<file path="src/hw/rtl/uhc_pkg.sv">
// Shared types, constants and the one's-complement fold for the UDP checksum block.
package uhc_pkg;

    localparam int WORD_W  = 16;
    localparam int BYTE_W  = 8;
    localparam int INDEX_W = 3;
    // Four 16-bit operands summed before folding fit in 18 bits.
    localparam int WIDE_W  = WORD_W + 2;

    localparam logic [WORD_W-1:0] SRC_PORT_RST      = 16'd26;
    localparam logic [WORD_W-1:0] DST_PORT_RST      = 16'd26;
    localparam logic [WORD_W-1:0] LENGTH_WORD_RST   = 16'd10;
    localparam logic [WORD_W-1:0] CHECKSUM_WORD_RST = 16'd0;
    localparam logic              CHECKSUM_EN_RST   = 1'b1;
    localparam logic [WORD_W-1:0] WORD_ONES         = 16'hFFFF;

    typedef enum logic [INDEX_W-1:0] {
        CFG_SRC_PORT      = 3'd0,
        CFG_DST_PORT      = 3'd1,
        CFG_LENGTH_WORD   = 3'd2,
        CFG_CHECKSUM_WORD = 3'd3,
        CFG_CHECKSUM_EN   = 3'd4
    } cfg_index_t;

    typedef struct packed {
        logic [WORD_W-1:0] hdr_sum;
        logic [WORD_W-1:0] checksum_word;
        logic              checksum_enable;
    } uhc_cfg_t;

    // End-around carry fold of a wide sum; result is zero only for a zero sum.
    function automatic logic [WORD_W-1:0] oc_fold(input logic [WIDE_W-1:0] wide);
        logic [WORD_W:0] first;
        logic [WORD_W:0] second;
        first  = {1'b0, wide[WORD_W-1:0]} + {{(WORD_W+1-(WIDE_W-WORD_W)){1'b0}},
                                              wide[WIDE_W-1:WORD_W]};
        second = {1'b0, first[WORD_W-1:0]} + {{WORD_W{1'b0}}, first[WORD_W]};
        return second[WORD_W-1:0];
    endfunction

endpackage

</file>
<file path="src/hw/rtl/uhc_cfg_regs.sv">
// Configuration registers and the registered sum of the four header words.
module uhc_cfg_regs
    import uhc_pkg::*;
(
    input  logic               clk,
    input  logic               rst_n,
    input  logic               wr_en,
    input  logic [INDEX_W-1:0] wr_index,
    input  logic [WORD_W-1:0]  wr_data,
    output uhc_cfg_t           cfg
);

    logic [WORD_W-1:0] src_port_reg;
    logic [WORD_W-1:0] src_port_next;
    logic [WORD_W-1:0] dst_port_reg;
    logic [WORD_W-1:0] dst_port_next;
    logic [WORD_W-1:0] length_word_reg;
    logic [WORD_W-1:0] length_word_next;
    logic [WORD_W-1:0] checksum_word_reg;
    logic [WORD_W-1:0] checksum_word_next;
    logic              checksum_enable_reg;
    logic              checksum_enable_next;
    logic [WORD_W-1:0] hdr_sum_reg;
    logic [WORD_W-1:0] hdr_sum_next;

    always_comb
    begin
        src_port_next        = src_port_reg;
        dst_port_next        = dst_port_reg;
        length_word_next     = length_word_reg;
        checksum_word_next   = checksum_word_reg;
        checksum_enable_next = checksum_enable_reg;
        if (wr_en)
        begin
            unique case (wr_index)
                CFG_SRC_PORT:      src_port_next        = wr_data;
                CFG_DST_PORT:      dst_port_next        = wr_data;
                CFG_LENGTH_WORD:   length_word_next     = wr_data;
                CFG_CHECKSUM_WORD: checksum_word_next   = wr_data;
                CFG_CHECKSUM_EN:   checksum_enable_next = wr_data[0];
                default:           ;
            endcase
        end
    end

    // Fold the header sum from the values taking effect at this edge, so it
    // never lags the registers it is built from.
    assign hdr_sum_next = oc_fold({2'b00, src_port_next} + {2'b00, dst_port_next}
                                + {2'b00, length_word_next} + {2'b00, checksum_word_next});

    always_ff @(posedge clk or negedge rst_n)
    begin
        if (!rst_n)
        begin
            src_port_reg        <= SRC_PORT_RST;
            dst_port_reg        <= DST_PORT_RST;
            length_word_reg     <= LENGTH_WORD_RST;
            checksum_word_reg   <= CHECKSUM_WORD_RST;
            checksum_enable_reg <= CHECKSUM_EN_RST;
            hdr_sum_reg         <= oc_fold({2'b00, SRC_PORT_RST} + {2'b00, DST_PORT_RST}
                                         + {2'b00, LENGTH_WORD_RST}
                                         + {2'b00, CHECKSUM_WORD_RST});
        end
        else
        begin
            src_port_reg        <= src_port_next;
            dst_port_reg        <= dst_port_next;
            length_word_reg     <= length_word_next;
            checksum_word_reg   <= checksum_word_next;
            checksum_enable_reg <= checksum_enable_next;
            hdr_sum_reg         <= hdr_sum_next;
        end
    end

    assign cfg.hdr_sum         = hdr_sum_reg;
    assign cfg.checksum_word   = checksum_word_reg;
    assign cfg.checksum_enable = checksum_enable_reg;

endmodule

</file>
<file path="src/hw/rtl/uhc_core.sv">
// Input register, byte pairing and running sum, and the result register.
module uhc_core
    import uhc_pkg::*;
(
    input  logic              clk,
    input  logic              rst_n,
    input  uhc_cfg_t          cfg,
    input  logic              in_valid,
    output logic              in_stall,
    input  logic [BYTE_W-1:0] payload_byte,
    input  logic              byte_valid,
    input  logic              last,
    output logic              out_valid,
    input  logic              out_stall,
    output logic [WORD_W-1:0] checksum_field
);

    logic              s1_valid_reg;
    logic              s1_valid_next;
    logic [BYTE_W-1:0] s1_byte_reg;
    logic              s1_bv_reg;
    logic              s1_last_reg;

    logic [WORD_W-1:0] running_sum_reg;
    logic [WORD_W-1:0] running_sum_next;
    logic [BYTE_W-1:0] held_reg;
    logic [BYTE_W-1:0] held_next;
    logic              odd_reg;
    logic              odd_next;

    logic              out_valid_reg;
    logic              out_valid_next;
    logic [WORD_W-1:0] field_reg;

    logic              in_accept;
    logic              out_free;
    logic              drain;
    logic              close;
    logic [WORD_W-1:0] pair_word;
    logic [WORD_W-1:0] pad_word;
    logic [WORD_W-1:0] pair_sum;
    logic [WORD_W-1:0] total_sum;
    logic [WORD_W-1:0] result;

    assign out_free  = !out_valid_reg || !out_stall;
    assign drain     = s1_valid_reg && (!s1_last_reg || out_free);
    assign close     = drain && s1_last_reg;
    assign in_stall  = s1_valid_reg && !drain;
    assign in_accept = in_valid && !in_stall;

    assign s1_valid_next = in_accept || (s1_valid_reg && !drain);

    always_ff @(posedge clk or negedge rst_n)
    begin
        if (!rst_n)
            s1_valid_reg <= 1'b0;
        else
            s1_valid_reg <= s1_valid_next;
    end

    always_ff @(posedge clk)
    begin
        if (in_accept)
        begin
            s1_byte_reg <= payload_byte;
            s1_bv_reg   <= byte_valid;
            s1_last_reg <= last;
        end
    end

    // A byte completes a pair when one is held; a lone byte at close pads low.
    assign pair_word = (s1_bv_reg && odd_reg) ? {held_reg, s1_byte_reg} : '0;

    always_comb
    begin
        pad_word = '0;
        if (s1_bv_reg && !odd_reg)
            pad_word = {s1_byte_reg, {BYTE_W{1'b0}}};
        else if (!s1_bv_reg && odd_reg)
            pad_word = {held_reg, {BYTE_W{1'b0}}};
    end

    assign pair_sum  = oc_fold({2'b00, running_sum_reg} + {2'b00, pair_word});
    assign total_sum = oc_fold({2'b00, running_sum_reg} + {2'b00, pair_word}
                             + {2'b00, pad_word} + {2'b00, cfg.hdr_sum});
    assign result    = cfg.checksum_enable ? (total_sum ^ WORD_ONES) : cfg.checksum_word;

    always_comb
    begin
        running_sum_next = running_sum_reg;
        held_next        = held_reg;
        odd_next         = odd_reg;
        if (close)
        begin
            running_sum_next = '0;
            held_next        = '0;
            odd_next         = 1'b0;
        end
        else if (drain && s1_bv_reg)
        begin
            if (odd_reg)
            begin
                running_sum_next = pair_sum;
                held_next        = '0;
                odd_next         = 1'b0;
            end
            else
            begin
                held_next = s1_byte_reg;
                odd_next  = 1'b1;
            end
        end
    end

    always_ff @(posedge clk or negedge rst_n)
    begin
        if (!rst_n)
        begin
            running_sum_reg <= '0;
            held_reg        <= '0;
            odd_reg         <= 1'b0;
        end
        else
        begin
            running_sum_reg <= running_sum_next;
            held_reg        <= held_next;
            odd_reg         <= odd_next;
        end
    end

    assign out_valid_next = close || (out_valid_reg && out_stall);

    always_ff @(posedge clk or negedge rst_n)
    begin
        if (!rst_n)
            out_valid_reg <= 1'b0;
        else
            out_valid_reg <= out_valid_next;
    end

    always_ff @(posedge clk)
    begin
        if (close)
            field_reg <= result;
    end

    assign out_valid      = out_valid_reg;
    assign checksum_field = field_reg;

endmodule

</file>
<file path="src/hw/rtl/udp_header_checksum.sv">
// Top level of the streaming UDP header checksum generator.
//
// Payload bytes of one segment enter on the input channel (in_valid /
// in_stall), one transfer per byte in segment order. A transfer with
// byte_valid low carries no byte; with last high it closes the segment,
// which is how an empty payload is ended. Bytes pair into 16-bit words,
// first byte high; a lone final byte is padded with a zero low byte.
// Header words come from the write port (wr_en / wr_index / wr_data);
// write them only while no transfer is in flight.
// Each transfer with last high yields one output transfer: the inverted
// one's-complement sum of header and payload, or the configured checksum
// word when insertion is disabled.
// One transfer per cycle is taken while in_stall is low. An item enters the
// input register; the end-around carry add feeds the result register, so
// a result passes the input and result registers before out_valid rises.
// While the result register is full and out_stall is high, a last item
// waits in the input register and in_stall rises; other items keep going.
// rst_n clears the segment sum and both valid flags and loads the
// default header words (ports 26, length 10, checksum 0, insertion on).
module udp_header_checksum
    import uhc_pkg::*;
(
    input  logic               clk,
    input  logic               rst_n,
    input  logic               wr_en,
    input  logic [INDEX_W-1:0] wr_index,
    input  logic [WORD_W-1:0]  wr_data,
    input  logic               in_valid,
    output logic               in_stall,
    input  logic [BYTE_W-1:0]  payload_byte,
    input  logic               byte_valid,
    input  logic               last,
    output logic               out_valid,
    input  logic               out_stall,
    output logic [WORD_W-1:0]  checksum_field
);

    uhc_cfg_t cfg;

    // Hold header words and their pre-folded sum.
    uhc_cfg_regs u_cfg_regs (
        .clk      (clk),
        .rst_n    (rst_n),
        .wr_en    (wr_en),
        .wr_index (wr_index),
        .wr_data  (wr_data),
        .cfg      (cfg)
    );

    // Advance bytes through pairing and summing; drop the result into the
    // output register on the last transfer.
    uhc_core u_core (
        .clk            (clk),
        .rst_n          (rst_n),
        .cfg            (cfg),
        .in_valid       (in_valid),
        .in_stall       (in_stall),
        .payload_byte   (payload_byte),
        .byte_valid     (byte_valid),
        .last           (last),
        .out_valid      (out_valid),
        .out_stall      (out_stall),
        .checksum_field (checksum_field)
    );

endmodule

</file>
<file path="config.mk">
export PLATFORM = sky130hd
export DESIGN_NAME = udp_header_checksum
export DESIGN_NICKNAME = d
export VERILOG_FILES = /design/src/hw/rtl/uhc_pkg.sv /design/src/hw/rtl/uhc_cfg_regs.sv /design/src/hw/rtl/uhc_core.sv /design/src/hw/rtl/udp_header_checksum.sv
export SDC_FILE = /design/constraint.sdc
export NUM_CORES = 1
export LEC_CHECK = 0
export ABC_AREA = 1
export BUFFER_PORTS_ARGS = -buffer_cell sky130_fd_sc_hd__buf_2
export CORE_ASPECT_RATIO = 0.7
export CORE_MARGIN = 3
export CORE_UTILIZATION = 40
export DETAILED_ROUTE_END_ITERATION = 6
export PLACE_DENSITY = 0.55
export SYNTH_ARGS = -nofsm -noshare
export SYNTH_HDL_FRONTEND = slang
export SYNTH_HIERARCHICAL = 1
export SYNTH_SLANG_ARGS = --single-unit
export TNS_END_PERCENT = 1
</file>
<file path="constraint.sdc">
create_clock -name clk -period 12.4 [get_ports clk]
set_input_delay 0.62 -clock clk [delete_from_list [all_inputs] [get_ports clk]]
set_output_delay 0.62 -clock clk [all_outputs]
set_load 0.01 [all_outputs]
</file>
==> reports/metrics.csv <==
metric;value;unit
yosysSeqAreaShare;29.99;%
finalSetupTns;0;ns
hold_viol;0;
syn_inst;1675;
start_kind;register;
ys_types;42;
clock_skew;0.01262;ns
final.fill_count;2918;
max_freq;123.2;MHz
cp-startpoint;u_core/s1_bv_reg;
cts_hold_buf;0;
clkSinkCount;134;
nNetsFinal;1875;
max-slew-margin-rel;30.81;%
grt.total_usage;20.77;%
drtIter0Drc;886;
dr.pass1.iters;6;
grt_first_pass_wirelength;50450;µm
drive_above_1_share;12.81;%
synth_area_leaders;dfrtp_1, nand2_1, inv_1, fa_1, ha_1;
multi_input_area;6764;µm²
yosysTopAreaCellShare;20.15;%
yosys.area.top_type;dfrtp_1;
start_util;41.30;%
via_per_inst;4.877;
cpLargestDelayFamily;simple AND/OR/NAND/NOR gates;
seq_area;3501;µm²
die_area;31310;µm²
ctsRootBufferMaster;clkbuf_16;
antenna_found_initial;0;
cp.required;12.57;ns
wl;31240;µm
die_y;148.9;µm
rsz0062_at_grt;no;
wire_per_inst;14.79;µm
cts_tree;yes;
clk_latency;0.44;ns
r2r_end;u_core/checksum_field[12];
ant_nets;0;
whs;0.2344;ns
synth_warnings;6;
cts_max_level;4;
arrival;8.29;ns
area_growth_syn_to_layout;10.86;%
grt_pass1_vias;9329;
hp-class;in2async;
worstSetupPathType;reg2reg;
cts_buffers;17;
routabilityCongestion;0.8941;
clk_pin_slew;0.07;ns
synth-seq-cells;134;
critPathMaxStageDelay;0.55;ns
synth_nets;1822;
vias;10300;
cts_resized;0;
grt_max_degree;58;
worst_setup_path_end_kind;register;
crit_top_cell;nand2_1;
maxCapViolations;0;
post_cts_buffers;0;
ioPinCount;52;
synthesis.area;11670;µm²
port_buffers;51;
clk_path_buf_depth;2;
grt_overflow;0;
syn_area_per_cell;6.970;µm²
core_area;28270;µm²
setup_viol;0;
path_buf_inv;2;
worstPathMaxFanout;16;
dp_hpwl;25490;µm
cp_slowest_cell;fa_1;
drv_slew;0;
r2r_slack;4.28;ns
period_share;65.46;%
rows;51;
outcome;finished clean;
drc;0;
fp.dieW;210.2;µm
min_period;8.117;ns
max_slew.worst_pin.slew;1.035;ns
diodes;0;
reg2regPathDepth;45;
r2r_start;u_core/s1_bv_reg;
-- how the worst max path moves through the flow --
stage,cells past startpoint,endpoint
2_1_floorplan,44,u_cfg_regs/hdr_sum_reg[12]
3_3_place_gp,42,u_cfg_regs/hdr_sum_reg[12]
3_5_place_dp,43,u_cfg_regs/hdr_sum_reg[12]
4_1_cts,44,u_core/checksum_field[12]
5_1_grt,43,u_cfg_regs/hdr_sum_reg[12]
6_report,45,u_core/checksum_field[12]
-- Yosys cell counts, drive strengths merged --
library cell and count:
xnor2 7, o22ai 17, a31oi 8, buf 4, or2 3, fa 44, and2 3, dfrtp 94
o31ai 4, nand3b 6, o21bai 6, clkinv 5, a32o 1, nor3 5, nand2 527, nor2 155
o21a 1, o21ai 91, a22o 2, nand3 145, a21oi 41, edfxtp 26, xor2 11, dfstp 14
inv 345, clkbuf 16, nand4 25, ha 69
-- cells by family (layout without fill, tap and decap cells) --
family	count (synthesis)	count (layout)	share of synthesized area, %
and+or+nand+nor	869	869	33.64
adders and majority gates	113	113	14.94
DFF	134	134	29.99
AOI/OAI and AO/OA	171	171	8.006
xor gates and xnor gates	18	18	1.350
buffers and inverters	370	436	12.08
-- through the flow --
step           utilization (%)  std cells  setup WS (ns)  cell area, µm²
2_1_floorplan                -       1675          5.605           11670
3_3_place_gp             43.60       2080          4.281           12320
3_5_place_dp             43.60       2080          4.059           12320
4_1_cts                  45.78       2112          4.458           12940
5_1_grt                  45.78       2112          3.561           12940
6_report                 45.78       2112          4.283           12940
-- cell type report --
cell class | count | share of cell area, %
timing repair buffer | 54 | 2.166
inverter | 350 | 10.16
sequential | 134 | 27.05
clock inverter | 15 | 1.489
tap | 371 | 3.587
multi-input combinational | 1171 | 52.26
clock buffer | 17 | 3.287
-- cells in the final DEF (no fill, tap or decap), types with 3 or more instances in the layout --
cell type	n
a21oi_1	40
a31oi_1	8
and2_1	3
buf_2	50
buf_4	4
bufinv_16	3
clkbuf_16	17
clkinv_1	4
clkinv_2	3
clkinv_4	3
dfrtp_1	94
dfstp_2	14
edfxtp_1	26
fa_1	44
ha_1	69
inv_1	328
inv_2	17
inv_6	5
nand2_1	483
nand2_2	40
nand2_4	4
nand3_1	129
nand3_2	14
nand3b_1	6
nand4_1	25
nor2_1	114
nor2_2	31
nor2_4	10
nor3_1	5
o21ai_0	85
o21ai_1	5
o21bai_1	6
o22ai_1	17
o31ai_1	4
xnor2_1	7
xor2_1	11
-- per-layer routing --
layer / up-vias / track usage, % / part of all wire [%]
met1: 4697 / 35.14 / 57
met5: - / 0 / 0
met3: 18 / 3.195 / 5.7
met2: 256 / 26.83 / 37
met4: 0 / 4.513 / 0.89
li1: 5330 / - / -
Power is left out: the tool's default activity adds up to more than one toggle a clock period on the data nets, which glitch-free logic cannot reach.
